<file path="src/rtl/core/hcr_pkg.sv">
// Types, constants, entity table and UTF-8 helpers for the character reference decoder.
package hcr_pkg;

    localparam int NAME_W     = 64;
    localparam int NAME_LEN_W = 4;
    localparam int ENT_IDX_W  = 9;
    localparam int CP_W       = 21;
    localparam int TAB_NAME_BYTES = 8;

    localparam logic [CP_W-1:0] CODE_MAX = 21'h10FFFF;
    localparam logic [CP_W-1:0] SURR_LO  = 21'h00D800;
    localparam logic [CP_W-1:0] SURR_HI  = 21'h00DFFF;

    typedef enum logic [1:0] {
        KIND_NAMED = 2'd0,
        KIND_DEC   = 2'd1,
        KIND_HEX   = 2'd2,
        KIND_BAD   = 2'd3
    } t_kind;

    typedef enum logic [1:0] {
        OP_FAIL = 2'd0,
        OP_CODE = 2'd1,
        OP_NAME = 2'd2
    } t_op;

    typedef struct packed {
        t_op                   op;
        logic [NAME_W-1:0]     name;
        logic [NAME_LEN_W-1:0] len;
        logic [CP_W-1:0]       cp;
    } t_job;

    typedef struct packed {
        logic [NAME_W-1:0] nm;
        logic [CP_W-1:0]   cp;
    } t_ent;

    // Names are right-justified: the final character sits in the lowest byte.
    function automatic t_ent ent_rom(input logic [ENT_IDX_W-1:0] idx);
        t_ent e;
        e = '{64'd0, 21'd0};
        case (idx)
            9'd0: e = '{"quot", 21'h22};     9'd1: e = '{"amp", 21'h26};
            9'd2: e = '{"apos", 21'h27};     9'd3: e = '{"lt", 21'h3c};
            9'd4: e = '{"gt", 21'h3e};       9'd5: e = '{"nbsp", 21'ha0};
            9'd6: e = '{"iexcl", 21'ha1};    9'd7: e = '{"cent", 21'ha2};
            9'd8: e = '{"pound", 21'ha3};    9'd9: e = '{"curren", 21'ha4};
            9'd10: e = '{"yen", 21'ha5};     9'd11: e = '{"brvbar", 21'ha6};
            9'd12: e = '{"sect", 21'ha7};    9'd13: e = '{"uml", 21'ha8};
            9'd14: e = '{"copy", 21'ha9};    9'd15: e = '{"ordf", 21'haa};
            9'd16: e = '{"laquo", 21'hab};   9'd17: e = '{"not", 21'hac};
            9'd18: e = '{"shy", 21'had};     9'd19: e = '{"reg", 21'hae};
            9'd20: e = '{"macr", 21'haf};    9'd21: e = '{"deg", 21'hb0};
            9'd22: e = '{"plusmn", 21'hb1};  9'd23: e = '{"sup2", 21'hb2};
            9'd24: e = '{"sup3", 21'hb3};    9'd25: e = '{"acute", 21'hb4};
            9'd26: e = '{"micro", 21'hb5};   9'd27: e = '{"para", 21'hb6};
            9'd28: e = '{"middot", 21'hb7};  9'd29: e = '{"cedil", 21'hb8};
            9'd30: e = '{"sup1", 21'hb9};    9'd31: e = '{"ordm", 21'hba};
            9'd32: e = '{"raquo", 21'hbb};   9'd33: e = '{"frac14", 21'hbc};
            9'd34: e = '{"frac12", 21'hbd};  9'd35: e = '{"frac34", 21'hbe};
            9'd36: e = '{"iquest", 21'hbf};  9'd37: e = '{"Agrave", 21'hc0};
            9'd38: e = '{"Aacute", 21'hc1};  9'd39: e = '{"Acirc", 21'hc2};
            9'd40: e = '{"Atilde", 21'hc3};  9'd41: e = '{"Auml", 21'hc4};
            9'd42: e = '{"Aring", 21'hc5};   9'd43: e = '{"AElig", 21'hc6};
            9'd44: e = '{"Ccedil", 21'hc7};  9'd45: e = '{"Egrave", 21'hc8};
            9'd46: e = '{"Eacute", 21'hc9};  9'd47: e = '{"Ecirc", 21'hca};
            9'd48: e = '{"Euml", 21'hcb};    9'd49: e = '{"Igrave", 21'hcc};
            9'd50: e = '{"Iacute", 21'hcd};  9'd51: e = '{"Icirc", 21'hce};
            9'd52: e = '{"Iuml", 21'hcf};    9'd53: e = '{"ETH", 21'hd0};
            9'd54: e = '{"Ntilde", 21'hd1};  9'd55: e = '{"Ograve", 21'hd2};
            9'd56: e = '{"Oacute", 21'hd3};  9'd57: e = '{"Ocirc", 21'hd4};
            9'd58: e = '{"Otilde", 21'hd5};  9'd59: e = '{"Ouml", 21'hd6};
            9'd60: e = '{"times", 21'hd7};   9'd61: e = '{"Oslash", 21'hd8};
            9'd62: e = '{"Ugrave", 21'hd9};  9'd63: e = '{"Uacute", 21'hda};
            9'd64: e = '{"Ucirc", 21'hdb};   9'd65: e = '{"Uuml", 21'hdc};
            9'd66: e = '{"Yacute", 21'hdd};  9'd67: e = '{"THORN", 21'hde};
            9'd68: e = '{"szlig", 21'hdf};   9'd69: e = '{"agrave", 21'he0};
            9'd70: e = '{"aacute", 21'he1};  9'd71: e = '{"acirc", 21'he2};
            9'd72: e = '{"atilde", 21'he3};  9'd73: e = '{"auml", 21'he4};
            9'd74: e = '{"aring", 21'he5};   9'd75: e = '{"aelig", 21'he6};
            9'd76: e = '{"ccedil", 21'he7};  9'd77: e = '{"egrave", 21'he8};
            9'd78: e = '{"eacute", 21'he9};  9'd79: e = '{"ecirc", 21'hea};
            9'd80: e = '{"euml", 21'heb};    9'd81: e = '{"igrave", 21'hec};
            9'd82: e = '{"iacute", 21'hed};  9'd83: e = '{"icirc", 21'hee};
            9'd84: e = '{"iuml", 21'hef};    9'd85: e = '{"eth", 21'hf0};
            9'd86: e = '{"ntilde", 21'hf1};  9'd87: e = '{"ograve", 21'hf2};
            9'd88: e = '{"oacute", 21'hf3};  9'd89: e = '{"ocirc", 21'hf4};
            9'd90: e = '{"otilde", 21'hf5};  9'd91: e = '{"ouml", 21'hf6};
            9'd92: e = '{"divide", 21'hf7};  9'd93: e = '{"oslash", 21'hf8};
            9'd94: e = '{"ugrave", 21'hf9};  9'd95: e = '{"uacute", 21'hfa};
            9'd96: e = '{"ucirc", 21'hfb};   9'd97: e = '{"uuml", 21'hfc};
            9'd98: e = '{"yacute", 21'hfd};  9'd99: e = '{"thorn", 21'hfe};
            9'd100: e = '{"yuml", 21'hff};   9'd101: e = '{"OElig", 21'h152};
            9'd102: e = '{"oelig", 21'h153}; 9'd103: e = '{"Scaron", 21'h160};
            9'd104: e = '{"scaron", 21'h161}; 9'd105: e = '{"Yuml", 21'h178};
            9'd106: e = '{"fnof", 21'h192};  9'd107: e = '{"circ", 21'h2c6};
            9'd108: e = '{"tilde", 21'h2dc}; 9'd109: e = '{"Alpha", 21'h391};
            9'd110: e = '{"Beta", 21'h392};  9'd111: e = '{"Gamma", 21'h393};
            9'd112: e = '{"Delta", 21'h394}; 9'd113: e = '{"Epsilon", 21'h395};
            9'd114: e = '{"Zeta", 21'h396};  9'd115: e = '{"Eta", 21'h397};
            9'd116: e = '{"Theta", 21'h398}; 9'd117: e = '{"Iota", 21'h399};
            9'd118: e = '{"Kappa", 21'h39a}; 9'd119: e = '{"Lambda", 21'h39b};
            9'd120: e = '{"Mu", 21'h39c};    9'd121: e = '{"Nu", 21'h39d};
            9'd122: e = '{"Xi", 21'h39e};    9'd123: e = '{"Omicron", 21'h39f};
            9'd124: e = '{"Pi", 21'h3a0};    9'd125: e = '{"Rho", 21'h3a1};
            9'd126: e = '{"Sigma", 21'h3a3}; 9'd127: e = '{"Tau", 21'h3a4};
            9'd128: e = '{"Upsilon", 21'h3a5}; 9'd129: e = '{"Phi", 21'h3a6};
            9'd130: e = '{"Chi", 21'h3a7};   9'd131: e = '{"Psi", 21'h3a8};
            9'd132: e = '{"Omega", 21'h3a9}; 9'd133: e = '{"alpha", 21'h3b1};
            9'd134: e = '{"beta", 21'h3b2};  9'd135: e = '{"gamma", 21'h3b3};
            9'd136: e = '{"delta", 21'h3b4}; 9'd137: e = '{"epsilon", 21'h3b5};
            9'd138: e = '{"zeta", 21'h3b6};  9'd139: e = '{"eta", 21'h3b7};
            9'd140: e = '{"theta", 21'h3b8}; 9'd141: e = '{"iota", 21'h3b9};
            9'd142: e = '{"kappa", 21'h3ba}; 9'd143: e = '{"lambda", 21'h3bb};
            9'd144: e = '{"mu", 21'h3bc};    9'd145: e = '{"nu", 21'h3bd};
            9'd146: e = '{"xi", 21'h3be};    9'd147: e = '{"omicron", 21'h3bf};
            9'd148: e = '{"pi", 21'h3c0};    9'd149: e = '{"rho", 21'h3c1};
            9'd150: e = '{"sigmaf", 21'h3c2}; 9'd151: e = '{"sigma", 21'h3c3};
            9'd152: e = '{"tau", 21'h3c4};   9'd153: e = '{"upsilon", 21'h3c5};
            9'd154: e = '{"phi", 21'h3c6};   9'd155: e = '{"chi", 21'h3c7};
            9'd156: e = '{"psi", 21'h3c8};   9'd157: e = '{"omega", 21'h3c9};
            9'd158: e = '{"thetasym", 21'h3d1}; 9'd159: e = '{"upsih", 21'h3d2};
            9'd160: e = '{"piv", 21'h3d6};   9'd161: e = '{"ensp", 21'h2002};
            9'd162: e = '{"emsp", 21'h2003}; 9'd163: e = '{"thinsp", 21'h2009};
            9'd164: e = '{"zwnj", 21'h200c}; 9'd165: e = '{"zwj", 21'h200d};
            9'd166: e = '{"lrm", 21'h200e};  9'd167: e = '{"rlm", 21'h200f};
            9'd168: e = '{"ndash", 21'h2013}; 9'd169: e = '{"mdash", 21'h2014};
            9'd170: e = '{"lsquo", 21'h2018}; 9'd171: e = '{"rsquo", 21'h2019};
            9'd172: e = '{"sbquo", 21'h201a}; 9'd173: e = '{"ldquo", 21'h201c};
            9'd174: e = '{"rdquo", 21'h201d}; 9'd175: e = '{"bdquo", 21'h201e};
            9'd176: e = '{"dagger", 21'h2020}; 9'd177: e = '{"Dagger", 21'h2021};
            9'd178: e = '{"bull", 21'h2022}; 9'd179: e = '{"hellip", 21'h2026};
            9'd180: e = '{"permil", 21'h2030}; 9'd181: e = '{"prime", 21'h2032};
            9'd182: e = '{"Prime", 21'h2033}; 9'd183: e = '{"lsaquo", 21'h2039};
            9'd184: e = '{"rsaquo", 21'h203a}; 9'd185: e = '{"oline", 21'h203e};
            9'd186: e = '{"frasl", 21'h2044}; 9'd187: e = '{"euro", 21'h20ac};
            9'd188: e = '{"image", 21'h2111}; 9'd189: e = '{"weierp", 21'h2118};
            9'd190: e = '{"real", 21'h211c}; 9'd191: e = '{"trade", 21'h2122};
            9'd192: e = '{"alefsym", 21'h2135}; 9'd193: e = '{"larr", 21'h2190};
            9'd194: e = '{"uarr", 21'h2191}; 9'd195: e = '{"rarr", 21'h2192};
            9'd196: e = '{"darr", 21'h2193}; 9'd197: e = '{"harr", 21'h2194};
            9'd198: e = '{"crarr", 21'h21b5}; 9'd199: e = '{"lArr", 21'h21d0};
            9'd200: e = '{"uArr", 21'h21d1}; 9'd201: e = '{"rArr", 21'h21d2};
            9'd202: e = '{"dArr", 21'h21d3}; 9'd203: e = '{"hArr", 21'h21d4};
            9'd204: e = '{"forall", 21'h2200}; 9'd205: e = '{"part", 21'h2202};
            9'd206: e = '{"exist", 21'h2203}; 9'd207: e = '{"empty", 21'h2205};
            9'd208: e = '{"nabla", 21'h2207}; 9'd209: e = '{"isin", 21'h2208};
            9'd210: e = '{"notin", 21'h2209}; 9'd211: e = '{"ni", 21'h220b};
            9'd212: e = '{"prod", 21'h220f}; 9'd213: e = '{"sum", 21'h2211};
            9'd214: e = '{"minus", 21'h2212}; 9'd215: e = '{"lowast", 21'h2217};
            9'd216: e = '{"radic", 21'h221a}; 9'd217: e = '{"prop", 21'h221d};
            9'd218: e = '{"infin", 21'h221e}; 9'd219: e = '{"ang", 21'h2220};
            9'd220: e = '{"and", 21'h2227};  9'd221: e = '{"or", 21'h2228};
            9'd222: e = '{"cap", 21'h2229};  9'd223: e = '{"cup", 21'h222a};
            9'd224: e = '{"int", 21'h222b};  9'd225: e = '{"there4", 21'h2234};
            9'd226: e = '{"sim", 21'h223c};  9'd227: e = '{"cong", 21'h2245};
            9'd228: e = '{"asymp", 21'h2248}; 9'd229: e = '{"ne", 21'h2260};
            9'd230: e = '{"equiv", 21'h2261}; 9'd231: e = '{"le", 21'h2264};
            9'd232: e = '{"ge", 21'h2265};   9'd233: e = '{"sub", 21'h2282};
            9'd234: e = '{"sup", 21'h2283};  9'd235: e = '{"nsub", 21'h2284};
            9'd236: e = '{"sube", 21'h2286}; 9'd237: e = '{"supe", 21'h2287};
            9'd238: e = '{"oplus", 21'h2295}; 9'd239: e = '{"otimes", 21'h2297};
            9'd240: e = '{"perp", 21'h22a5}; 9'd241: e = '{"sdot", 21'h22c5};
            9'd242: e = '{"lceil", 21'h2308}; 9'd243: e = '{"rceil", 21'h2309};
            9'd244: e = '{"lfloor", 21'h230a}; 9'd245: e = '{"rfloor", 21'h230b};
            9'd246: e = '{"lang", 21'h2329}; 9'd247: e = '{"rang", 21'h232a};
            9'd248: e = '{"loz", 21'h25ca};  9'd249: e = '{"spades", 21'h2660};
            9'd250: e = '{"clubs", 21'h2663}; 9'd251: e = '{"hearts", 21'h2665};
            9'd252: e = '{"diams", 21'h2666}; 9'd253: e = '{"QUOT", 21'h22};
            9'd254: e = '{"AMP", 21'h26};    9'd255: e = '{"COPY", 21'ha9};
            9'd256: e = '{"GT", 21'h3e};     9'd257: e = '{"LT", 21'h3c};
            9'd258: e = '{"REG", 21'hae};
            default: e = '{64'd0, 21'd0};
        endcase
        return e;
    endfunction

    // Count of name bytes; table names hold no zero byte.
    function automatic logic [NAME_LEN_W-1:0] ent_len(input logic [NAME_W-1:0] nm);
        logic [NAME_LEN_W-1:0] n;
        n = '0;
        for (int i = 0; i < TAB_NAME_BYTES; i++) begin
            if (nm[8*i +: 8] != 8'd0) begin
                n = n + 1'b1;
            end
        end
        return n;
    endfunction

    function automatic logic [2:0] utf8_len(input logic [CP_W-1:0] cp);
        logic [2:0] n;
        if (cp < 21'h80) begin
            n = 3'd1;
        end else if (cp < 21'h800) begin
            n = 3'd2;
        end else if (cp < 21'h10000) begin
            n = 3'd3;
        end else begin
            n = 3'd4;
        end
        return n;
    endfunction

    function automatic logic [7:0] utf8_byte_at(input logic [CP_W-1:0] cp,
                                                input logic [1:0] k);
        logic [7:0] b [4];
        b[0] = 8'h00;
        b[1] = 8'h00;
        b[2] = 8'h00;
        b[3] = 8'h00;
        if (cp < 21'h80) begin
            b[0] = cp[7:0];
        end else if (cp < 21'h800) begin
            b[0] = {3'b110, cp[10:6]};
            b[1] = {2'b10, cp[5:0]};
        end else if (cp < 21'h10000) begin
            b[0] = {4'b1110, cp[15:12]};
            b[1] = {2'b10, cp[11:6]};
            b[2] = {2'b10, cp[5:0]};
        end else begin
            b[0] = {5'b11110, cp[20:18]};
            b[1] = {2'b10, cp[17:12]};
            b[2] = {2'b10, cp[11:6]};
            b[3] = {2'b10, cp[5:0]};
        end
        return b[k];
    endfunction

endpackage

</file>
<file path="src/rtl/core/hcr_ifs.sv">
// Valid/ready channel interfaces for reference bytes in and UTF-8 bytes out.
interface hcr_in_if;
    logic       valid;
    logic       ready;
    logic [1:0] kind;
    logic [7:0] body_char;
    logic       last_char;

    modport source (output valid, output kind, output body_char, output last_char,
                    input ready);
    modport sink   (input valid, input kind, input body_char, input last_char,
                    output ready);
endinterface


</file>
<file path="src/rtl/core/hcr_front.sv">
// Front end: takes reference bytes, gathers name or number, classifies at the last byte.
module hcr_front #(
    parameter int MAX_NAME_BYTES = 8
) (
    input  logic          i_clk,
    input  logic          i_rst_n,
    hcr_in_if.sink        i_in,
    input  logic          i_job_room,
    output logic          o_push,
    output hcr_pkg::t_job o_job
);
    import hcr_pkg::*;

    localparam int BUF_W = 8 * MAX_NAME_BYTES;
    localparam int LEN_W = $clog2(MAX_NAME_BYTES + 1);

    logic [BUF_W-1:0] r_name, n_name;
    logic [LEN_W-1:0] r_len, n_len;
    logic [CP_W-1:0]  r_acc, n_acc;
    logic             r_bad, n_bad;

    logic        accept;
    logic [3:0]  dval;
    logic        dok;
    logic [24:0] mul_v;
    t_kind       kind;
    logic [7:0]  ch;

    assign i_in.ready = i_job_room;
    assign accept     = i_in.valid && i_job_room;
    assign o_push     = accept && i_in.last_char;
    assign kind       = t_kind'(i_in.kind);
    assign ch         = i_in.body_char;

    always_comb begin
        dval = 4'd0;
        dok  = 1'b0;
        if (ch >= "0" && ch <= "9") begin
            dval = 4'(ch - "0");
            dok  = 1'b1;
        end else if (kind == KIND_HEX && ch >= "a" && ch <= "f") begin
            dval = 4'(ch - "a" + 8'd10);
            dok  = 1'b1;
        end else if (kind == KIND_HEX && ch >= "A" && ch <= "F") begin
            dval = 4'(ch - "A" + 8'd10);
            dok  = 1'b1;
        end
    end

    // times ten as shift and add, times sixteen as shift
    always_comb begin
        if (kind == KIND_HEX) begin
            mul_v = {r_acc, 4'b0} + 25'(dval);
        end else begin
            mul_v = 25'({r_acc, 3'b0}) + 25'({r_acc, 1'b0}) + 25'(dval);
        end
    end

    always_comb begin
        n_name = r_name;
        n_len  = r_len;
        n_acc  = r_acc;
        n_bad  = r_bad;
        case (kind)
            KIND_NAMED: begin
                if (r_len < LEN_W'(MAX_NAME_BYTES)) begin
                    n_name = {r_name[BUF_W-9:0], ch};
                    n_len  = r_len + 1'b1;
                end else begin
                    n_bad = 1'b1;
                end
            end
            KIND_DEC, KIND_HEX: begin
                if (!dok) begin
                    n_bad = 1'b1;
                end else if (!r_bad) begin
                    if (mul_v > 25'(CODE_MAX)) begin
                        n_bad = 1'b1;
                    end else begin
                        n_acc = mul_v[CP_W-1:0];
                    end
                end
            end
            default: n_bad = 1'b1;
        endcase
    end

    always_comb begin
        o_job.name = n_name[NAME_W-1:0];
        o_job.len  = NAME_LEN_W'(n_len);
        o_job.cp   = n_acc;
        if (n_bad) begin
            o_job.op = OP_FAIL;
        end else if (kind == KIND_NAMED) begin
            o_job.op = (n_len > LEN_W'(TAB_NAME_BYTES)) ? OP_FAIL : OP_NAME;
        end else if (n_acc >= SURR_LO && n_acc <= SURR_HI) begin
            o_job.op = OP_FAIL;
        end else begin
            o_job.op = OP_CODE;
        end
    end

    always_ff @(posedge i_clk) begin
        if (!i_rst_n) begin
            r_name <= '0;
            r_len  <= '0;
            r_acc  <= '0;
            r_bad  <= 1'b0;
        end else if (accept) begin
            if (i_in.last_char) begin
                r_name <= '0;
                r_len  <= '0;
                r_acc  <= '0;
                r_bad  <= 1'b0;
            end else begin
                r_name <= n_name;
                r_len  <= n_len;
                r_acc  <= n_acc;
                r_bad  <= n_bad;
            end
        end
    end

endmodule

</file>
<file path="src/flat_wrapper.sv">
// flat-port wrapper written by rule: the top's interface ports become plain ports
module hcr_front_flat import hcr_pkg::*;
#(
    parameter int MAX_NAME_BYTES = 8
)
  (i_clk, i_rst_n, i_job_room, o_push, o_job, i_in_valid, i_in_kind, i_in_body_char, i_in_last_char, i_in_ready);
  hcr_in_if i_in_i ();
  input  logic i_clk;
  input  logic i_rst_n;
  input  logic i_job_room;
  output logic o_push;
  output hcr_pkg::t_job o_job;
  input wire logic [$bits(i_in_i.valid)-1:0] i_in_valid;
  input wire logic [$bits(i_in_i.kind)-1:0] i_in_kind;
  input wire logic [$bits(i_in_i.body_char)-1:0] i_in_body_char;
  input wire logic [$bits(i_in_i.last_char)-1:0] i_in_last_char;
  output wire logic [$bits(i_in_i.ready)-1:0] i_in_ready;
  assign i_in_i.valid = i_in_valid;
  assign i_in_i.kind = i_in_kind;
  assign i_in_i.body_char = i_in_body_char;
  assign i_in_i.last_char = i_in_last_char;
  assign i_in_ready = i_in_i.ready;
  hcr_front #(.MAX_NAME_BYTES(MAX_NAME_BYTES)) u_core (.i_clk(i_clk), .i_rst_n(i_rst_n), .i_in(i_in_i), .i_job_room(i_job_room), .o_push(o_push), .o_job(o_job));
endmodule
</file>
<file path="config.mk">
export PLATFORM = sky130hd
export DESIGN_NAME = hcr_front_flat
export DESIGN_NICKNAME = d
export VERILOG_FILES = /design/src/rtl/core/hcr_pkg.sv /design/src/rtl/core/hcr_ifs.sv /design/src/rtl/core/hcr_front.sv /design/src/flat_wrapper.sv
export SDC_FILE = /design/constraint.sdc
export NUM_CORES = 1
export LEC_CHECK = 0
export BUFFER_PORTS_ARGS = -buffer_cell sky130_fd_sc_hd__clkbuf_2
export CORE_ASPECT_RATIO = 1.5
export CORE_MARGIN = 3
export CORE_UTILIZATION = 38
export CTS_CLUSTER_DIAMETER = 60
export CTS_CLUSTER_SIZE = 20
export DETAILED_ROUTE_END_ITERATION = 6
export PLACE_DENSITY = 0.64
export RECOVER_POWER = 25
export SYNTH_ARGS = -nofsm -noshare
export SYNTH_HDL_FRONTEND = slang
export SYNTH_SLANG_ARGS = --single-unit
</file>
<file path="constraint.sdc">
create_clock -name i_clk -period 8.8 [get_ports i_clk]
set_input_delay 1.76 -clock i_clk [delete_from_list [all_inputs] [get_ports i_clk]]
set_output_delay 1.76 -clock i_clk [all_outputs]
set_load 0.005 [all_outputs]
</file>
==> impl_metrics.toml <==
[outcome]
status = "complete, but fails checks"
failed_checks = "max-capacitance violations, max-slew violations"

[clocking]
ctsLongestPathBuffers = 2
cts_tree = "yes"
cts_htree_levels = 3
clock_sinks = 90
cts_made_buffers = 9
insertion_delay_ns = 0.35
clk_pin_slew_ns = 0.07
cts_hold_buf = 0
root_buffer = "clkbuf_16"

[yosys]
ys_seq_elements = 90
ys_types = 63
synth_edf_count = 0
ys_seq_area_share_pct = 28.4
syn-cell-area_mm2 = 0.00634
yosys_warnings = 0
synthFlopType = "dfxtp_1"
syn_avg_cell_area_um2 = 7.58
synth_top_area_share_pct = 28.4
synth_common_cells = "nand2_1 (235), dfxtp_1 (90), nor2b_1 (77)"
ys_async_sr_fraction_pct = 0
syn_nets = 902
yosys.area.top_type = "dfxtp_1"
synthMostInstantiatedCell = "nand2_1"
synthCells = 836
synthTopCellsByArea = "dfxtp_1 (28%), nand2_1 (14%), ha_1 (9.7%)"

[finish]
n_antenna_cell = 0
nFillCells = 1694
drive_above_1_share_pct = 17.6
syn_to_final_growth_pct = 15.3
final_net_count = 979

[hold_path]
hold_depth = 2
min_from = "u_core.r_name[62]"
holdPathEnd = "u_core.r_name[62]"
hold_class = "flip-flop to flip-flop"

[global_route]
grt.total_usage_pct = 20.2
grt_pass1_wl_um = 30400
grt_pass1_vias = 6053
grt.overflow.total = 0
grt_max_degree = 72
antenna_found_initial = 1

[drt]
firstDrtPassIters = 5
drt_iter0_drc = 343
routed_wl_um = 19000
via_per_inst = 5.58
vias = 6265
drc = 0
wire_per_inst_um = 16.9
ant_nets = 0

[sta]
finalCriticalPeriod_ns = 8.39
fin_crit_sh_pct = 95.3
hold_viol = 0
fin_setup_tns_ns = 0
fmaxAchievable_mhz = 119
worst_pin_slew_ns = 2.87
fin_skew_ns = 0.00986
report.final.slew_viol_count = 66
setup_slack_ns = 0.409
setup_violations = 0
slew_headroom_pct = -91.4

[critical_path]
critPathRequiredTime_ns = 7.04
setup.worst_path.end_class = "primary output"
start_kind = "input port"
startpoint = "i_in_body_char[0]"
critPathMaxFanout = 24
worstSetupPathType = "input port to primary output"
timing.rr.start = "u_core.r_acc[0]"
rr_endpoint = "u_core.r_acc[2]"
reg2regPathDepth = 13
r2r_slack_ns = 3.98
cp.arrival_ns = 6.63

[floorplan]
start_util_pct = 39.0
io_pins = 108
fp-row-count = 57
core_mm2 = 0.0163
die_w_um = 111
dieArea_mm2 = 0.0183
die_h_um = 164

[placement]
routabilityCongestion = 0.957
dp_hpwl_um = 13200
io_buffers = 107
place_worst_setup_slack_ns = 0.373

[pwr]
p_int_uw = 624
p_leak_nw = 3.35
p_seq_share_pct = 47.7
switchingPower_uw = 234
p_comb_share_pct = 8.5
netSwitchingFraction_pct = 27.3
power_frac_clock_pct = 43.9
peakVddDrop_v = 0.000103
power.density_mw_per_mm2 = 117

[flow_run]
drv_cap = 1
[worst max-delay path, cell delays in order]
cell	delay (ns)
clkbuf_2	0.14
inv_1	0.10
ha_1	0.20
nor2b_1	0.12
a211oi_1	0.20
a211oi_1	0.10
nor2b_1	0.13
o21ai_0	0.12
o21ai_0	0.13
ha_1	0.30
ha_1	0.19
inv_1	0.06
fa_1	0.39
nand2b_1	0.17
a21oi_1	0.35
o21ai_1	0.26
a21oi_1	0.31
mux2i_1	0.21
a41oi_1	0.23
nor4_4	0.45
buf_12	0.23
mux2_2	0.35
clkbuf_2	0.11
[area by class of cell]
type | count | area, µm² | share of cell area [%]
sequential | 90 | 1800 | 24.6
clock buffer | 9 | 225 | 3.08
inverter | 18 | 67.6 | 0.924
timing repair buffer | 119 | 633 | 8.66
multi-input combinational | 675 | 4270 | 58.4
clock inverter | 6 | 55.1 | 0.753
tap | 206 | 258 | 3.52
[repair_timing]
| item | in CTS | in global routing |
|---|---|---|
| setup buffers | 0 | 1 |
| gates resized for setup | 0 | 1 |
| setup endpoints to repair | 0 | 14 |
[cell families (layout without fill, tap and decap cells)]
group | after synthesis | count (layout) | share of synthesized area (%)
AO/OA/AOI/OAI | 210 | 210 | 23.5
XOR/XNOR | 12 | 12 | 1.66
adder cells (fa/ha/maj) | 51 | 51 | 10.3
buffers and inverters | 71 | 152 | 4.52
flip-flops | 90 | 90 | 28.4
multiplexers | 22 | 22 | 3.85
AND/OR/NAND/NOR | 380 | 380 | 27.7
[cells in the final DEF, fill, tap and decap left out, drive strengths merged, types with 6 or more instances in the layout]
master  netlist  final
a21o          7      7
buf          11     11
ha           49     49
a21oi        33     33
nor2b        77     77
mux2         19     19
a22o         20     20
xnor2         7      7
inv          18     19
nor2         22     22
nor4          8      8
a211oi        6      6
nor3          8      8
o21ai        28     28
nand2       235    235
a22oi        67     67
clkbuf       42    117
nand4         6      6
dfxtp        90     90
[worst max path at each step]
stage,endpoint,slack (ns),cells after the start
after floorplan,o_job[0],0.80,21
after global placement,o_job[89],0.47,23
after detailed placement,o_job[2],0.37,23
after CTS,o_job[2],0.35,23
after global routing,o_job[2],-0.006,23
final,o_job[11],0.41,23
[sequential cells by signal, summed over array words and instances, names as in the netlist]
| register | flops |
|---|---|
| u_core.r_name | 64 |
| u_core.r_len | 4 |
| u_core.r_bad | 1 |
| u_core.r_acc | 21 |
[power groups by stage]
stage | clock [mW] | sequential (mW) | combinational, mW
after CTS | 0.385 | 0.409 | 0.0727
after global routing | 0.401 | 0.409 | 0.0789
after detailed placement | 0 | 0.418 | 0.0726
after floorplan | 0 | 0.418 | 0.0466
final | 0.376 | 0.409 | 0.0724
after global placement | 0 | 0.418 | 0.0728
[metrics by stage]
step / power, mW / instance area, µm² / util [%] / hold slack, ns / cells
floorplan: 0.465 / 6340 / - / 0.501 / 836
global placement: 0.491 / 7030 / 43.2 / 0.511 / 1107
finish: 0.857 / 7310 / 45.0 / 0.536 / 1123
CTS: 0.866 / 7310 / 45.0 / 0.543 / 1122
detailed placement: 0.491 / 7030 / 43.2 / 0.522 / 1107
global route: 0.888 / 7310 / 45.0 / 0.580 / 1123
[layer usage]
layer  global-route usage (%)  up-vias  share of wire [%]  wire, µm
met3                     4.09       34                4.8       912
met4                     8.25        2                2.6       499
met5                        0        -              0.069        13
li1                         -     3121                  -         -
met1                     23.2     2941                 41      7740
met2                     36.5      167                 52      9790
No activity file was read; power rests on OpenSTA's default activity.
