[config.mk]
export PLATFORM = sky130hd
export DESIGN_NAME = hcr_queue
export DESIGN_NICKNAME = d
export VERILOG_FILES = /design/src/rtl/core/hcr_pkg.sv /design/src/rtl/core/hcr_queue.sv
export SDC_FILE = /design/constraint.sdc
export NUM_CORES = 1
export LEC_CHECK = 0
export ABC_AREA = 1
export BUFFER_PORTS_ARGS = -buffer_cell sky130_fd_sc_hd__buf_2
export CAP_MARGIN = 20
export CORE_MARGIN = 1
export CORE_UTILIZATION = 47
export DETAILED_ROUTE_END_ITERATION = 8
export HOLD_SLACK_MARGIN = 0.12
export PLACE_DENSITY = 0.74
export SLEW_MARGIN = 20
export SYNTH_ARGS = -nofsm -noshare
export SYNTH_HDL_FRONTEND = slang
export SYNTH_SLANG_ARGS = --single-unit
[constraint.sdc]
create_clock -name i_clk -period 5.35 [get_ports i_clk]
set_clock_uncertainty 0.1 [all_clocks]
set_input_delay 1.07 -clock i_clk [delete_from_list [all_inputs] [get_ports i_clk]]
set_output_delay 1.07 -clock i_clk [all_outputs]
set_load 0.005 [all_outputs]
[src/rtl/core/hcr_pkg.sv]
// Types, constants, entity table and UTF-8 helpers for the character reference decoder.
package hcr_pkg;

    localparam int NAME_W     = 64;
    localparam int NAME_LEN_W = 4;
    localparam int ENT_IDX_W  = 9;
    localparam int CP_W       = 21;
    localparam int TAB_NAME_BYTES = 8;

    localparam logic [CP_W-1:0] CODE_MAX = 21'h10FFFF;
    localparam logic [CP_W-1:0] SURR_LO  = 21'h00D800;
    localparam logic [CP_W-1:0] SURR_HI  = 21'h00DFFF;

    typedef enum logic [1:0] {
        KIND_NAMED = 2'd0,
        KIND_DEC   = 2'd1,
        KIND_HEX   = 2'd2,
        KIND_BAD   = 2'd3
    } t_kind;

    typedef enum logic [1:0] {
        OP_FAIL = 2'd0,
        OP_CODE = 2'd1,
        OP_NAME = 2'd2
    } t_op;

    typedef struct packed {
        t_op                   op;
        logic [NAME_W-1:0]     name;
        logic [NAME_LEN_W-1:0] len;
        logic [CP_W-1:0]       cp;
    } t_job;

    typedef struct packed {
        logic [NAME_W-1:0] nm;
        logic [CP_W-1:0]   cp;
    } t_ent;

    // Names are right-justified: the final character sits in the lowest byte.
    function automatic t_ent ent_rom(input logic [ENT_IDX_W-1:0] idx);
        t_ent e;
        e = '{64'd0, 21'd0};
        case (idx)
            9'd0: e = '{"quot", 21'h22};     9'd1: e = '{"amp", 21'h26};
            9'd2: e = '{"apos", 21'h27};     9'd3: e = '{"lt", 21'h3c};
            9'd4: e = '{"gt", 21'h3e};       9'd5: e = '{"nbsp", 21'ha0};
            9'd6: e = '{"iexcl", 21'ha1};    9'd7: e = '{"cent", 21'ha2};
            9'd8: e = '{"pound", 21'ha3};    9'd9: e = '{"curren", 21'ha4};
            9'd10: e = '{"yen", 21'ha5};     9'd11: e = '{"brvbar", 21'ha6};
            9'd12: e = '{"sect", 21'ha7};    9'd13: e = '{"uml", 21'ha8};
            9'd14: e = '{"copy", 21'ha9};    9'd15: e = '{"ordf", 21'haa};
            9'd16: e = '{"laquo", 21'hab};   9'd17: e = '{"not", 21'hac};
            9'd18: e = '{"shy", 21'had};     9'd19: e = '{"reg", 21'hae};
            9'd20: e = '{"macr", 21'haf};    9'd21: e = '{"deg", 21'hb0};
            9'd22: e = '{"plusmn", 21'hb1};  9'd23: e = '{"sup2", 21'hb2};
            9'd24: e = '{"sup3", 21'hb3};    9'd25: e = '{"acute", 21'hb4};
            9'd26: e = '{"micro", 21'hb5};   9'd27: e = '{"para", 21'hb6};
            9'd28: e = '{"middot", 21'hb7};  9'd29: e = '{"cedil", 21'hb8};
            9'd30: e = '{"sup1", 21'hb9};    9'd31: e = '{"ordm", 21'hba};
            9'd32: e = '{"raquo", 21'hbb};   9'd33: e = '{"frac14", 21'hbc};
            9'd34: e = '{"frac12", 21'hbd};  9'd35: e = '{"frac34", 21'hbe};
            9'd36: e = '{"iquest", 21'hbf};  9'd37: e = '{"Agrave", 21'hc0};
            9'd38: e = '{"Aacute", 21'hc1};  9'd39: e = '{"Acirc", 21'hc2};
            9'd40: e = '{"Atilde", 21'hc3};  9'd41: e = '{"Auml", 21'hc4};
            9'd42: e = '{"Aring", 21'hc5};   9'd43: e = '{"AElig", 21'hc6};
            9'd44: e = '{"Ccedil", 21'hc7};  9'd45: e = '{"Egrave", 21'hc8};
            9'd46: e = '{"Eacute", 21'hc9};  9'd47: e = '{"Ecirc", 21'hca};
            9'd48: e = '{"Euml", 21'hcb};    9'd49: e = '{"Igrave", 21'hcc};
            9'd50: e = '{"Iacute", 21'hcd};  9'd51: e = '{"Icirc", 21'hce};
            9'd52: e = '{"Iuml", 21'hcf};    9'd53: e = '{"ETH", 21'hd0};
            9'd54: e = '{"Ntilde", 21'hd1};  9'd55: e = '{"Ograve", 21'hd2};
            9'd56: e = '{"Oacute", 21'hd3};  9'd57: e = '{"Ocirc", 21'hd4};
            9'd58: e = '{"Otilde", 21'hd5};  9'd59: e = '{"Ouml", 21'hd6};
            9'd60: e = '{"times", 21'hd7};   9'd61: e = '{"Oslash", 21'hd8};
            9'd62: e = '{"Ugrave", 21'hd9};  9'd63: e = '{"Uacute", 21'hda};
            9'd64: e = '{"Ucirc", 21'hdb};   9'd65: e = '{"Uuml", 21'hdc};
            9'd66: e = '{"Yacute", 21'hdd};  9'd67: e = '{"THORN", 21'hde};
            9'd68: e = '{"szlig", 21'hdf};   9'd69: e = '{"agrave", 21'he0};
            9'd70: e = '{"aacute", 21'he1};  9'd71: e = '{"acirc", 21'he2};
            9'd72: e = '{"atilde", 21'he3};  9'd73: e = '{"auml", 21'he4};
            9'd74: e = '{"aring", 21'he5};   9'd75: e = '{"aelig", 21'he6};
            9'd76: e = '{"ccedil", 21'he7};  9'd77: e = '{"egrave", 21'he8};
            9'd78: e = '{"eacute", 21'he9};  9'd79: e = '{"ecirc", 21'hea};
            9'd80: e = '{"euml", 21'heb};    9'd81: e = '{"igrave", 21'hec};
            9'd82: e = '{"iacute", 21'hed};  9'd83: e = '{"icirc", 21'hee};
            9'd84: e = '{"iuml", 21'hef};    9'd85: e = '{"eth", 21'hf0};
            9'd86: e = '{"ntilde", 21'hf1};  9'd87: e = '{"ograve", 21'hf2};
            9'd88: e = '{"oacute", 21'hf3};  9'd89: e = '{"ocirc", 21'hf4};
            9'd90: e = '{"otilde", 21'hf5};  9'd91: e = '{"ouml", 21'hf6};
            9'd92: e = '{"divide", 21'hf7};  9'd93: e = '{"oslash", 21'hf8};
            9'd94: e = '{"ugrave", 21'hf9};  9'd95: e = '{"uacute", 21'hfa};
            9'd96: e = '{"ucirc", 21'hfb};   9'd97: e = '{"uuml", 21'hfc};
            9'd98: e = '{"yacute", 21'hfd};  9'd99: e = '{"thorn", 21'hfe};
            9'd100: e = '{"yuml", 21'hff};   9'd101: e = '{"OElig", 21'h152};
            9'd102: e = '{"oelig", 21'h153}; 9'd103: e = '{"Scaron", 21'h160};
            9'd104: e = '{"scaron", 21'h161}; 9'd105: e = '{"Yuml", 21'h178};
            9'd106: e = '{"fnof", 21'h192};  9'd107: e = '{"circ", 21'h2c6};
            9'd108: e = '{"tilde", 21'h2dc}; 9'd109: e = '{"Alpha", 21'h391};
            9'd110: e = '{"Beta", 21'h392};  9'd111: e = '{"Gamma", 21'h393};
            9'd112: e = '{"Delta", 21'h394}; 9'd113: e = '{"Epsilon", 21'h395};
            9'd114: e = '{"Zeta", 21'h396};  9'd115: e = '{"Eta", 21'h397};
            9'd116: e = '{"Theta", 21'h398}; 9'd117: e = '{"Iota", 21'h399};
            9'd118: e = '{"Kappa", 21'h39a}; 9'd119: e = '{"Lambda", 21'h39b};
            9'd120: e = '{"Mu", 21'h39c};    9'd121: e = '{"Nu", 21'h39d};
            9'd122: e = '{"Xi", 21'h39e};    9'd123: e = '{"Omicron", 21'h39f};
            9'd124: e = '{"Pi", 21'h3a0};    9'd125: e = '{"Rho", 21'h3a1};
            9'd126: e = '{"Sigma", 21'h3a3}; 9'd127: e = '{"Tau", 21'h3a4};
            9'd128: e = '{"Upsilon", 21'h3a5}; 9'd129: e = '{"Phi", 21'h3a6};
            9'd130: e = '{"Chi", 21'h3a7};   9'd131: e = '{"Psi", 21'h3a8};
            9'd132: e = '{"Omega", 21'h3a9}; 9'd133: e = '{"alpha", 21'h3b1};
            9'd134: e = '{"beta", 21'h3b2};  9'd135: e = '{"gamma", 21'h3b3};
            9'd136: e = '{"delta", 21'h3b4}; 9'd137: e = '{"epsilon", 21'h3b5};
            9'd138: e = '{"zeta", 21'h3b6};  9'd139: e = '{"eta", 21'h3b7};
            9'd140: e = '{"theta", 21'h3b8}; 9'd141: e = '{"iota", 21'h3b9};
            9'd142: e = '{"kappa", 21'h3ba}; 9'd143: e = '{"lambda", 21'h3bb};
            9'd144: e = '{"mu", 21'h3bc};    9'd145: e = '{"nu", 21'h3bd};
            9'd146: e = '{"xi", 21'h3be};    9'd147: e = '{"omicron", 21'h3bf};
            9'd148: e = '{"pi", 21'h3c0};    9'd149: e = '{"rho", 21'h3c1};
            9'd150: e = '{"sigmaf", 21'h3c2}; 9'd151: e = '{"sigma", 21'h3c3};
            9'd152: e = '{"tau", 21'h3c4};   9'd153: e = '{"upsilon", 21'h3c5};
            9'd154: e = '{"phi", 21'h3c6};   9'd155: e = '{"chi", 21'h3c7};
            9'd156: e = '{"psi", 21'h3c8};   9'd157: e = '{"omega", 21'h3c9};
            9'd158: e = '{"thetasym", 21'h3d1}; 9'd159: e = '{"upsih", 21'h3d2};
            9'd160: e = '{"piv", 21'h3d6};   9'd161: e = '{"ensp", 21'h2002};
            9'd162: e = '{"emsp", 21'h2003}; 9'd163: e = '{"thinsp", 21'h2009};
            9'd164: e = '{"zwnj", 21'h200c}; 9'd165: e = '{"zwj", 21'h200d};
            9'd166: e = '{"lrm", 21'h200e};  9'd167: e = '{"rlm", 21'h200f};
            9'd168: e = '{"ndash", 21'h2013}; 9'd169: e = '{"mdash", 21'h2014};
            9'd170: e = '{"lsquo", 21'h2018}; 9'd171: e = '{"rsquo", 21'h2019};
            9'd172: e = '{"sbquo", 21'h201a}; 9'd173: e = '{"ldquo", 21'h201c};
            9'd174: e = '{"rdquo", 21'h201d}; 9'd175: e = '{"bdquo", 21'h201e};
            9'd176: e = '{"dagger", 21'h2020}; 9'd177: e = '{"Dagger", 21'h2021};
            9'd178: e = '{"bull", 21'h2022}; 9'd179: e = '{"hellip", 21'h2026};
            9'd180: e = '{"permil", 21'h2030}; 9'd181: e = '{"prime", 21'h2032};
            9'd182: e = '{"Prime", 21'h2033}; 9'd183: e = '{"lsaquo", 21'h2039};
            9'd184: e = '{"rsaquo", 21'h203a}; 9'd185: e = '{"oline", 21'h203e};
            9'd186: e = '{"frasl", 21'h2044}; 9'd187: e = '{"euro", 21'h20ac};
            9'd188: e = '{"image", 21'h2111}; 9'd189: e = '{"weierp", 21'h2118};
            9'd190: e = '{"real", 21'h211c}; 9'd191: e = '{"trade", 21'h2122};
            9'd192: e = '{"alefsym", 21'h2135}; 9'd193: e = '{"larr", 21'h2190};
            9'd194: e = '{"uarr", 21'h2191}; 9'd195: e = '{"rarr", 21'h2192};
            9'd196: e = '{"darr", 21'h2193}; 9'd197: e = '{"harr", 21'h2194};
            9'd198: e = '{"crarr", 21'h21b5}; 9'd199: e = '{"lArr", 21'h21d0};
            9'd200: e = '{"uArr", 21'h21d1}; 9'd201: e = '{"rArr", 21'h21d2};
            9'd202: e = '{"dArr", 21'h21d3}; 9'd203: e = '{"hArr", 21'h21d4};
            9'd204: e = '{"forall", 21'h2200}; 9'd205: e = '{"part", 21'h2202};
            9'd206: e = '{"exist", 21'h2203}; 9'd207: e = '{"empty", 21'h2205};
            9'd208: e = '{"nabla", 21'h2207}; 9'd209: e = '{"isin", 21'h2208};
            9'd210: e = '{"notin", 21'h2209}; 9'd211: e = '{"ni", 21'h220b};
            9'd212: e = '{"prod", 21'h220f}; 9'd213: e = '{"sum", 21'h2211};
            9'd214: e = '{"minus", 21'h2212}; 9'd215: e = '{"lowast", 21'h2217};
            9'd216: e = '{"radic", 21'h221a}; 9'd217: e = '{"prop", 21'h221d};
            9'd218: e = '{"infin", 21'h221e}; 9'd219: e = '{"ang", 21'h2220};
            9'd220: e = '{"and", 21'h2227};  9'd221: e = '{"or", 21'h2228};
            9'd222: e = '{"cap", 21'h2229};  9'd223: e = '{"cup", 21'h222a};
            9'd224: e = '{"int", 21'h222b};  9'd225: e = '{"there4", 21'h2234};
            9'd226: e = '{"sim", 21'h223c};  9'd227: e = '{"cong", 21'h2245};
            9'd228: e = '{"asymp", 21'h2248}; 9'd229: e = '{"ne", 21'h2260};
            9'd230: e = '{"equiv", 21'h2261}; 9'd231: e = '{"le", 21'h2264};
            9'd232: e = '{"ge", 21'h2265};   9'd233: e = '{"sub", 21'h2282};
            9'd234: e = '{"sup", 21'h2283};  9'd235: e = '{"nsub", 21'h2284};
            9'd236: e = '{"sube", 21'h2286}; 9'd237: e = '{"supe", 21'h2287};
            9'd238: e = '{"oplus", 21'h2295}; 9'd239: e = '{"otimes", 21'h2297};
            9'd240: e = '{"perp", 21'h22a5}; 9'd241: e = '{"sdot", 21'h22c5};
            9'd242: e = '{"lceil", 21'h2308}; 9'd243: e = '{"rceil", 21'h2309};
            9'd244: e = '{"lfloor", 21'h230a}; 9'd245: e = '{"rfloor", 21'h230b};
            9'd246: e = '{"lang", 21'h2329}; 9'd247: e = '{"rang", 21'h232a};
            9'd248: e = '{"loz", 21'h25ca};  9'd249: e = '{"spades", 21'h2660};
            9'd250: e = '{"clubs", 21'h2663}; 9'd251: e = '{"hearts", 21'h2665};
            9'd252: e = '{"diams", 21'h2666}; 9'd253: e = '{"QUOT", 21'h22};
            9'd254: e = '{"AMP", 21'h26};    9'd255: e = '{"COPY", 21'ha9};
            9'd256: e = '{"GT", 21'h3e};     9'd257: e = '{"LT", 21'h3c};
            9'd258: e = '{"REG", 21'hae};
            default: e = '{64'd0, 21'd0};
        endcase
        return e;
    endfunction

    // Count of name bytes; table names hold no zero byte.
    function automatic logic [NAME_LEN_W-1:0] ent_len(input logic [NAME_W-1:0] nm);
        logic [NAME_LEN_W-1:0] n;
        n = '0;
        for (int i = 0; i < TAB_NAME_BYTES; i++) begin
            if (nm[8*i +: 8] != 8'd0) begin
                n = n + 1'b1;
            end
        end
        return n;
    endfunction

    function automatic logic [2:0] utf8_len(input logic [CP_W-1:0] cp);
        logic [2:0] n;
        if (cp < 21'h80) begin
            n = 3'd1;
        end else if (cp < 21'h800) begin
            n = 3'd2;
        end else if (cp < 21'h10000) begin
            n = 3'd3;
        end else begin
            n = 3'd4;
        end
        return n;
    endfunction

    function automatic logic [7:0] utf8_byte_at(input logic [CP_W-1:0] cp,
                                                input logic [1:0] k);
        logic [7:0] b [4];
        b[0] = 8'h00;
        b[1] = 8'h00;
        b[2] = 8'h00;
        b[3] = 8'h00;
        if (cp < 21'h80) begin
            b[0] = cp[7:0];
        end else if (cp < 21'h800) begin
            b[0] = {3'b110, cp[10:6]};
            b[1] = {2'b10, cp[5:0]};
        end else if (cp < 21'h10000) begin
            b[0] = {4'b1110, cp[15:12]};
            b[1] = {2'b10, cp[11:6]};
            b[2] = {2'b10, cp[5:0]};
        end else begin
            b[0] = {5'b11110, cp[20:18]};
            b[1] = {2'b10, cp[17:12]};
            b[2] = {2'b10, cp[11:6]};
            b[3] = {2'b10, cp[5:0]};
        end
        return b[k];
    endfunction

endpackage

[src/rtl/core/hcr_queue.sv]
// Two-entry job queue between front and back ends.
module hcr_queue (
    input  logic          i_clk,
    input  logic          i_rst_n,
    input  logic          i_push,
    input  hcr_pkg::t_job i_job,
    output logic          o_room,
    output logic          o_valid,
    input  logic          i_pop,
    output hcr_pkg::t_job o_job
);
    import hcr_pkg::*;

    t_job       r_mem [2];
    logic       r_wp;
    logic       r_rp;
    logic [1:0] r_cnt;

    assign o_room  = (r_cnt != 2'd2);
    assign o_valid = (r_cnt != 2'd0);
    assign o_job   = r_mem[r_rp];

    always_ff @(posedge i_clk) begin
        if (i_push) begin
            r_mem[r_wp] <= i_job;
        end
    end

    always_ff @(posedge i_clk) begin
        if (!i_rst_n) begin
            r_wp  <= 1'b0;
            r_rp  <= 1'b0;
            r_cnt <= 2'd0;
        end else begin
            if (i_push) begin
                r_wp <= ~r_wp;
            end
            if (i_pop) begin
                r_rp <= ~r_rp;
            end
            case ({i_push, i_pop})
                2'b10:   r_cnt <= r_cnt + 2'd1;
                2'b01:   r_cnt <= r_cnt - 2'd1;
                default: r_cnt <= r_cnt;
            endcase
        end
    end

endmodule

==> results of run 1 <==
report_power, final:
part,switching (W),internal [W]
clock,0.000507,0.000591
combinational,0.000126,0.000173
sequential,0.0000343,0.00169
final timing paths:
kind / slack (ns) / cells after the start / end
setup / recovery: 1.90 / 3 / o_job[86]
hold / removal: 0.42 / 2 / r_rp
setup reg to reg: 3.23 / 3 / r_mem[1][44]
hold reg to reg: 0.42 / 2 / r_rp
critical path: stages (launching register included):
cell	delay [ns]
dfxtp_4	0.91
buf_12	0.39
mux2_4	0.35
buf_2	0.13
area by class of cell:
cell class,instances,share of cell area
Tap cell,188,0.02668
Sequential cell,187,0.6316
Clock inverter,12,0.008514
Timing Repair Buffer,191,0.1138
Inverter,5,0.002412
Multi-Input combinational cell,115,0.1674
Clock buffer,20,0.04952
metrics by stage:
step	total power, W	hold slack [ns]	cells	setup WS, ns
final	0.003126	0.4197	718	1.899
after global routing	0.003245	0.4391	718	1.788
after CTS	0.003168	0.4196	717	1.862
after detailed placement	0.002063	0.4012	685	2.331
after global placement	0.002050	0.3824	685	2.343
after floorplan	0.001944	0.3635	317	1.349
registers in the layout, indices dropped and copies added, names as in the netlist, named ones only:
name and cells:
r_mem 182, r_cnt 2, r_wp 1, r_rp 1
logic make-up after synthesis:
family / count (synthesis) / synth area share
adder cells (fa/ha/maj): 1 / 0.001727
AND/OR/NAND/NOR: 21 / 0.01157
flip-flops: 187 / 0.7682
multiplexers: 91 / 0.1881
AO/OA/AOI/OAI: 2 / 0.001380
buffers and inverters: 15 / 0.02902
metal layers:
layer | part of all wire | GRT usage | vias to the layer above
met4 | 0.014 | 0.06237 | 4
met5 | 0.0019 | 0 | -
li1 | - | - | 1637
met1 | 0.41 | 0.1844 | 1703
met3 | 0.083 | 0.07222 | 19
met2 | 0.49 | 0.2564 | 140
Yosys cell counts:
| cell type | n | area share |
|---|---|---|
| or2_2 | 1 | 0.00086 |
| mux2_4 | 90 | 0.19 |
| edfxtp_1 | 182 | 0.75 |
| nor2_1 | 10 | 0.0052 |
| buf_6 | 1 | 0.0016 |
| inv_1 | 5 | 0.0026 |
| nand2_1 | 9 | 0.0047 |
| dfxtp_1 | 5 | 0.014 |
| ha_1 | 1 | 0.0017 |
| nand4_1 | 1 | 0.00086 |
| o21ai_0 | 1 | 0.00069 |
| a21oi_1 | 1 | 0.00069 |
| mux2_2 | 1 | 0.0016 |
| buf_12 | 9 | 0.025 |
==> results.cfg, run 1 <==
[yosys]
nets_in_the_synthesized_netlist = 413
synth.ff_latch_count = 187
synth.distinct_cells = 14
synthesized_cell_area_um2 = 7244
post_synth.cell_area_avg_um2 = 22.85
postSynthCellCount = 317
synth_warnings = 0
seq_area_frac_synth = 0.7682

[critical_path]
critical_setup_path_class = reg2out
worst_ep_arrival_time_ns = 2.28
critPathMaxFanout = 47
critPathRequiredTime_ns = 4.18
worst_r2r_startpoint = r_wp
worst_setup_path_start_kind = flip-flop
cp-end-kind = output pin

[grt]
gr-total-overflow = 0
first_global_vias = 3654
globalRouteTotalUtil = 0.1585
pin_count_of_the_biggest_net_entering_global_routing = 56
grt_pass1_wl_um = 18510
grt_antenna_before_repair = 2

[job]
drv_cap = 0

[timing]
upper_clock_frequency_limit_mhz = 289.7
setup-violations-final = 0
hold_viol_final = 0
rsz0062_at_grt = false
tightest_slew_ns = 0.8480
max_slew_margin = 0.4347
post_layout_min_period_ns = 3.451
report.final.slew_viol_count = 0
fin_crit_sh = 0.6451
totalNegativeSetupSlack_ns = 0

[power]
reported_leakage_power_nw = 3.537
power-per-cell-area_nw_per_um2 = 354.5
ir_drop_mv = 0.1935

[layout]
total_area_of_multi_input_combinational_cells_um2 = 1476
final_net_count = 613
nFillCells = 1122
sequential_cell_area_um2 = 5569
diodes = 0
most_common_cell_after_layout_fill_and_taps_aside = buf_2
drive_gt1_frac = 0.5906
final_cell_mix = 187 x buf_2, 182 x edfxtp_1, 90 x mux2_4
areaGrowthSynthToFinish_pct = 21.71
fin_util = 0.5822
final_design_area_no_fill_um2 = 8817

[detailed_routing]
count_of_routing_violations_after_the_opening_detailed_route_iteration = 173
detail_route.wirelength_um = 12030
via_per_inst = 4.879
route.vias.total = 3503
drc = 0
route.antenna.remaining_nets = 0
drt_first_pass_iters = 4
post_drt_wl_per_cell_um = 16.76

[clock_network]
clock_latency_ns = 0.41
cts_tree = yes
cts_resized = 0
post_cts_hold_buffers = 0
cts_root_buffer = clkbuf_16
clockBufferDepth = 2
clk_transition_reported_paths_ns = 0.06
clkSinkCount = 187
cts_setup_buffers = 0
numCtsBuffers = 17
ctsHtreeMaxLevel = 4

[hold_path]
holdCritPathClass = reg2reg
worstHoldStart = r_rp

[die]
core_area_um2 = 15150
initial_utilization = 0.4783
fp-row-count = 45
dieArea_um2 = 15910
die_height_um = 126.2
ioPinCount = 188
die_w_um = 126.2

[place]
place_area_um2 = 8285
place.gp.congestion = 0.6788
port_buffers = 187
dp_hpwl_um = 7931

[run_status]
run_status = finished, final reports clean
Note: power is estimated with default switching activity, not from simulation.
==> inputs of run 2 (changes only) <==
Settings changed: CORE_UTILIZATION 47 to 53, PLACE_DENSITY 0.74 to 0.79.
Clock period 5.35 ns to 3.19 ns, I/O delays scaled along.
==> run 2 against run 1 <==
Non-clock buffer count grew 1. Cell count shrank 1.4%. Highest routed layer is now met4. Sequential power is 66% higher. Via count rose by 0.34%. Largest cell class unchanged. Largest power group unchanged.
==> results.cfg, run 2 (same netlist as run 1, synthesis figures left out) <==
[critical_path]
critical_path.cell_chain = buf_12, mux2_2, buf_2
worst_setup_path_start_kind = flip-flop
critPathRequiredTime_ns = 2.45
critical_setup_path_class = reg2out
regToRegSetupSlack_ns = 1.52
cp_slowest_cell = buf_12
worst_ep_arrival_time_ns = 1.85
r2r_end = r_mem[1][85]
worst_r2r_path_depth = 3
worst_path_largest_cell_delay_ns = 0.48
critical_path.top_delay_family = buffers and inverters
timing.critical_path.buf_inv = 2
critPathMaxFanout = 91
cp-end-kind = output pin
worst_r2r_startpoint = r_wp

[layout]
finish.cell_count_without_fillers = 708
final_net_count = 614
most_common_cell_after_layout_fill_and_taps_aside = buf_2
sequential_cell_area_um2 = 5569
regMostFlops = r_mem
nFillCells = 903
final_cell_mix = 187 x buf_2, 182 x edfxtp_1, 90 x mux2_4
largest_register_ff_count = 182
total_area_of_multi_input_combinational_cells_um2 = 1476
drive_gt1_frac = 0.5913
areaGrowthSynthToFinish_pct = 22.14
biggestRegsByFlops = r_mem x182, r_cnt x2

[grt]
first_global_vias = 3634
grt_antenna_before_repair = 1
grt_pass1_wl_um = 17540
gr-total-overflow = 0
globalRouteTotalUtil = 0.1676
pin_count_of_the_biggest_net_entering_global_routing = 92

[clock_network]
numCtsBuffers = 17
clockBufferDepth = 2
cts_tree = yes
clk_transition_reported_paths_ns = 0.06
cts_setup_buffers = 0
cts_root_buffer = clkbuf_16
clock_latency_ns = 0.41
post_cts_hold_buffers = 0
cts_resized = 0
ctsHtreeMaxLevel = 4
clkSinkCount = 187

[detailed_routing]
via_per_inst = 4.965
drt_first_pass_iters = 4
post_drt_wl_per_cell_um = 16.47
route.vias.total = 3515
route.antenna.remaining_nets = 0
count_of_routing_violations_after_the_opening_detailed_route_iteration = 173
drc = 0
detail_route.wirelength_um = 11660

[timing]
timing.final.ws_setup_ns = 0.6022
setup-violations-final = 0
upper_clock_frequency_limit_mhz = 386.4
tightest_slew_ns = 0.7077
post_layout_min_period_ns = 2.588
fin_hold_ws_ns = 0.3076
rsz0062_at_grt = false
hold_viol_final = 0
report.final.slew_viol_count = 0
max_slew_margin = 0.5282
fin_crit_sh = 0.8112
totalNegativeSetupSlack_ns = 0

[die]
core_area_um2 = 13300
fp-row-count = 42
die_height_um = 118.9
ioPinCount = 188
dieArea_um2 = 14140
initial_utilization = 0.5449
die_w_um = 118.9

[place]
numPlacedInstances = 675
port_buffers = 187
dp_hpwl_um = 7609
place.gp.congestion = 0.6688
place_ws_ns = 1.030

[power]
reported_leakage_power_nw = 3.542
power-per-cell-area_nw_per_um2 = 607.1
ir_drop_mv = 0.4393

[hold_path]
timing.hold.worst_path_depth = 1
holdCritPathClass = in2reg
worstHoldStart = i_job[56]
min_delay_worst_endpoint = r_mem[0][56]

[run_status]
run_status = finished, final reports clean

[job]
drv_cap = 0
## run 2: cell count changes in the layout (fill, tap and decap cells not counted)
cell and delta:
buf_12 -1, buf_4 +2, bufinv_16 +2, clkbuf_1 -1, clkinv_1 +1, clkinv_2 -3, clkinv_4 -1, clkinvlp_4 +4
diode_2 +1, inv_6 -2
## run 2: layout make-up
type / count / share of cell area
tap: 176 / 0.02489
sequential: 187 / 0.6294
multi-input combinational: 115 / 0.1669
timing repair buffer: 192 / 0.1128
antenna: 1 / 0.0002828
clock buffer: 19 / 0.04893
clock inverter: 13 / 0.01442
inverter: 5 / 0.002404
## run 2: how the worst max path moves through the flow
stage | to | slack, ns | cells past startpoint
after floorplan | r_mem[1][0] | 0.17 | 2
after global placement | o_job[80] | 1.02 | 3
after detailed placement | o_job[80] | 1.03 | 3
after CTS | o_job[80] | 0.57 | 3
after global routing | o_job[80] | 0.52 | 3
final | o_job[80] | 0.60 | 3
## run 2: layer usage
metal | global-route usage | routed length [um] | vias to the layer above
met5 | 0 | 0 | -
met4 | 0.07832 | 246 | 0
met3 | 0.06609 | 905 | 20
met2 | 0.2803 | 5859 | 139
met1 | 0.1884 | 4650 | 1708
li1 | - | - | 1648
## run 2: power breakdown
group	switching [W]	leakage (nW)	internal, W	total, W
clock network	0.000830	0.258	0.00114	0.00197
logic	0.000234	1.53	0.000288	0.000522
registers	0.0000347	1.75	0.00284	0.00288
total	0.00110	3.54	0.00427	0.00537
## run 2: metrics by stage
stage	utilization	cell area (um^2)	power [W]
2_1_floorplan	-	7252	0.003259
3_3_place_gp	0.6232	8285	0.003436
6_report	0.6655	8848	0.005372
4_1_cts	0.6653	8846	0.005419
3_5_place_dp	0.6232	8285	0.003457
5_1_grt	0.6655	8848	0.005536
==> inputs of run 3 (changes only) <==
Clock period 3.19 ns to 2.55 ns, I/O delays scaled along.
==> run 3 against run 2 <==
Non-clock buffer count rose by 1. Sequential power up 25%. Count of clock-buffer cells in the layout down 1. First-iteration DRC count is 34% higher. Largest power group unchanged. Cell count is the same. Total power increased by 23%.
==> results.cfg, run 3 (same netlist as run 1, synthesis figures left out) <==
[timing]
fin_crit_sh = 0.8725
max_slew_margin = 0.6551
tightest_slew_ns = 0.5173
rsz0062_at_grt = false
fin_hold_ws_ns = 0.1731
setup-violations-final = 0
post_layout_min_period_ns = 2.225
report.final.slew_viol_count = 0
upper_clock_frequency_limit_mhz = 449.5
hold_viol_final = 0
totalNegativeSetupSlack_ns = 0

[power]
total_power_w = 0.006592
ir_drop_mv = 0.5028
power-per-cell-area_nw_per_um2 = 744.9
reported_leakage_power_nw = 3.537

[die]
die_w_um = 118.9
initial_utilization = 0.5449
die_height_um = 118.9
fp-row-count = 42
ioPinCount = 188
dieArea_um2 = 14140
core_area_um2 = 13300

[detailed_routing]
detail_route.wirelength_um = 12020
route.antenna.remaining_nets = 0
drc = 0
count_of_routing_violations_after_the_opening_detailed_route_iteration = 231
post_drt_wl_per_cell_um = 16.97
drt_first_pass_iters = 4
via_per_inst = 5.018
route.vias.total = 3553

[layout]
biggestRegsByFlops = r_mem x182, r_cnt x2
nFillCells = 903
final_net_count = 615
regMostFlops = r_mem
diodes = 0
final_cell_mix = 187 x buf_2, 182 x edfxtp_1, 90 x mux2_4
drive_gt1_frac = 0.5977
areaGrowthSynthToFinish_pct = 22.14
most_common_cell_after_layout_fill_and_taps_aside = buf_2
fin_util = 0.6655
largest_register_ff_count = 182

[clock_network]
numCtsBuffers = 17
clkSinkCount = 187
cts_setup_buffers = 0
ctsHtreeMaxLevel = 4
post_cts_hold_buffers = 0
clock_latency_ns = 0.42
cts_tree = yes
cts_root_buffer = clkbuf_16
clk_transition_reported_paths_ns = 0.07
clockBufferDepth = 2
cts_resized = 0

[grt]
gr-total-overflow = 0
grt_pass1_wl_um = 18380
grt_antenna_before_repair = 1
first_global_vias = 3737
pin_count_of_the_biggest_net_entering_global_routing = 58
globalRouteTotalUtil = 0.1762

[critical_path]
critical_path.cell_chain = buf_12, mux2_4, buf_2
critPathRequiredTime_ns = 1.94
cp_slowest_cell = dfxtp_4
cp-end-kind = output pin
timing.critical_path.buf_inv = 2
worst_setup_path_start_kind = flip-flop
critical_setup_path_class = reg2out
critical_path.top_delay_family = buffers and inverters
worst_path_largest_cell_delay_ns = 0.37
worst_ep_arrival_time_ns = 1.61
critPathMaxFanout = 46

[job]
drv_cap = 0

[place]
dp_hpwl_um = 8019
port_buffers = 187
place.gp.congestion = 0.7159

[hold_path]
holdCritPathClass = in2reg

[run_status]
run_status = finished, final reports clean
run 3: path summary, 6_finish.rpt:
path              startpoint      endpoint  slack, ns  cells past startpoint
setup / recovery   flip-flop     o_job[79]       0.33                      3
hold / removal     i_job[13]  r_mem[1][13]       0.17                      1
setup reg to reg        r_wp   r_mem[1][2]       0.98                      3
hold reg to reg         r_rp     flip-flop       0.42                      2
run 3: layer usage:
metal | track usage | vias up | share of wire
li1 | - | 1646 | -
met1 | 0.1985 | 1737 | 0.40
met2 | 0.3001 | 152 | 0.50
met3 | 0.06274 | 18 | 0.082
met4 | 0.08070 | 0 | 0.018
met5 | 0 | - | 0
run 3: through the flow:
step | instances | instance area, um^2 | setup WS (ns)
CTS | 708 | 8848 | 0.2972
detailed placement | 676 | 8319 | 0.7644
global placement | 676 | 8319 | 0.7618
global route | 708 | 8848 | 0.2593
finish | 708 | 8848 | 0.3251
floorplan | 317 | 7256 | 0.1101
run 3: area by class of cell:
type	count	area [um^2]	area share
repair buffers	193	1031	0.1165
well taps	176	220.2	0.02489
multi-input cells	115	1476	0.1669
flip-flops and latches	187	5569	0.6294
inverters	5	22.52	0.002545
clock buffers	18	429.2	0.04850
clock inverters	14	100.1	0.01131
run 3: worst reg2reg max path, stage by stage (launching register included):
cell	delay (ns)
dfxtp_1	0.41
nand2_1	0.13
clkinvlp_4	0.11
buf_4	0.45
run 3: power breakdown:
part | switching (W) | internal (W) | total (W)
clock network | 0.00108 | 0.00125 | 0.00233
registers | 0.0000450 | 0.00356 | 0.00360
logic | 0.000295 | 0.000367 | 0.000662
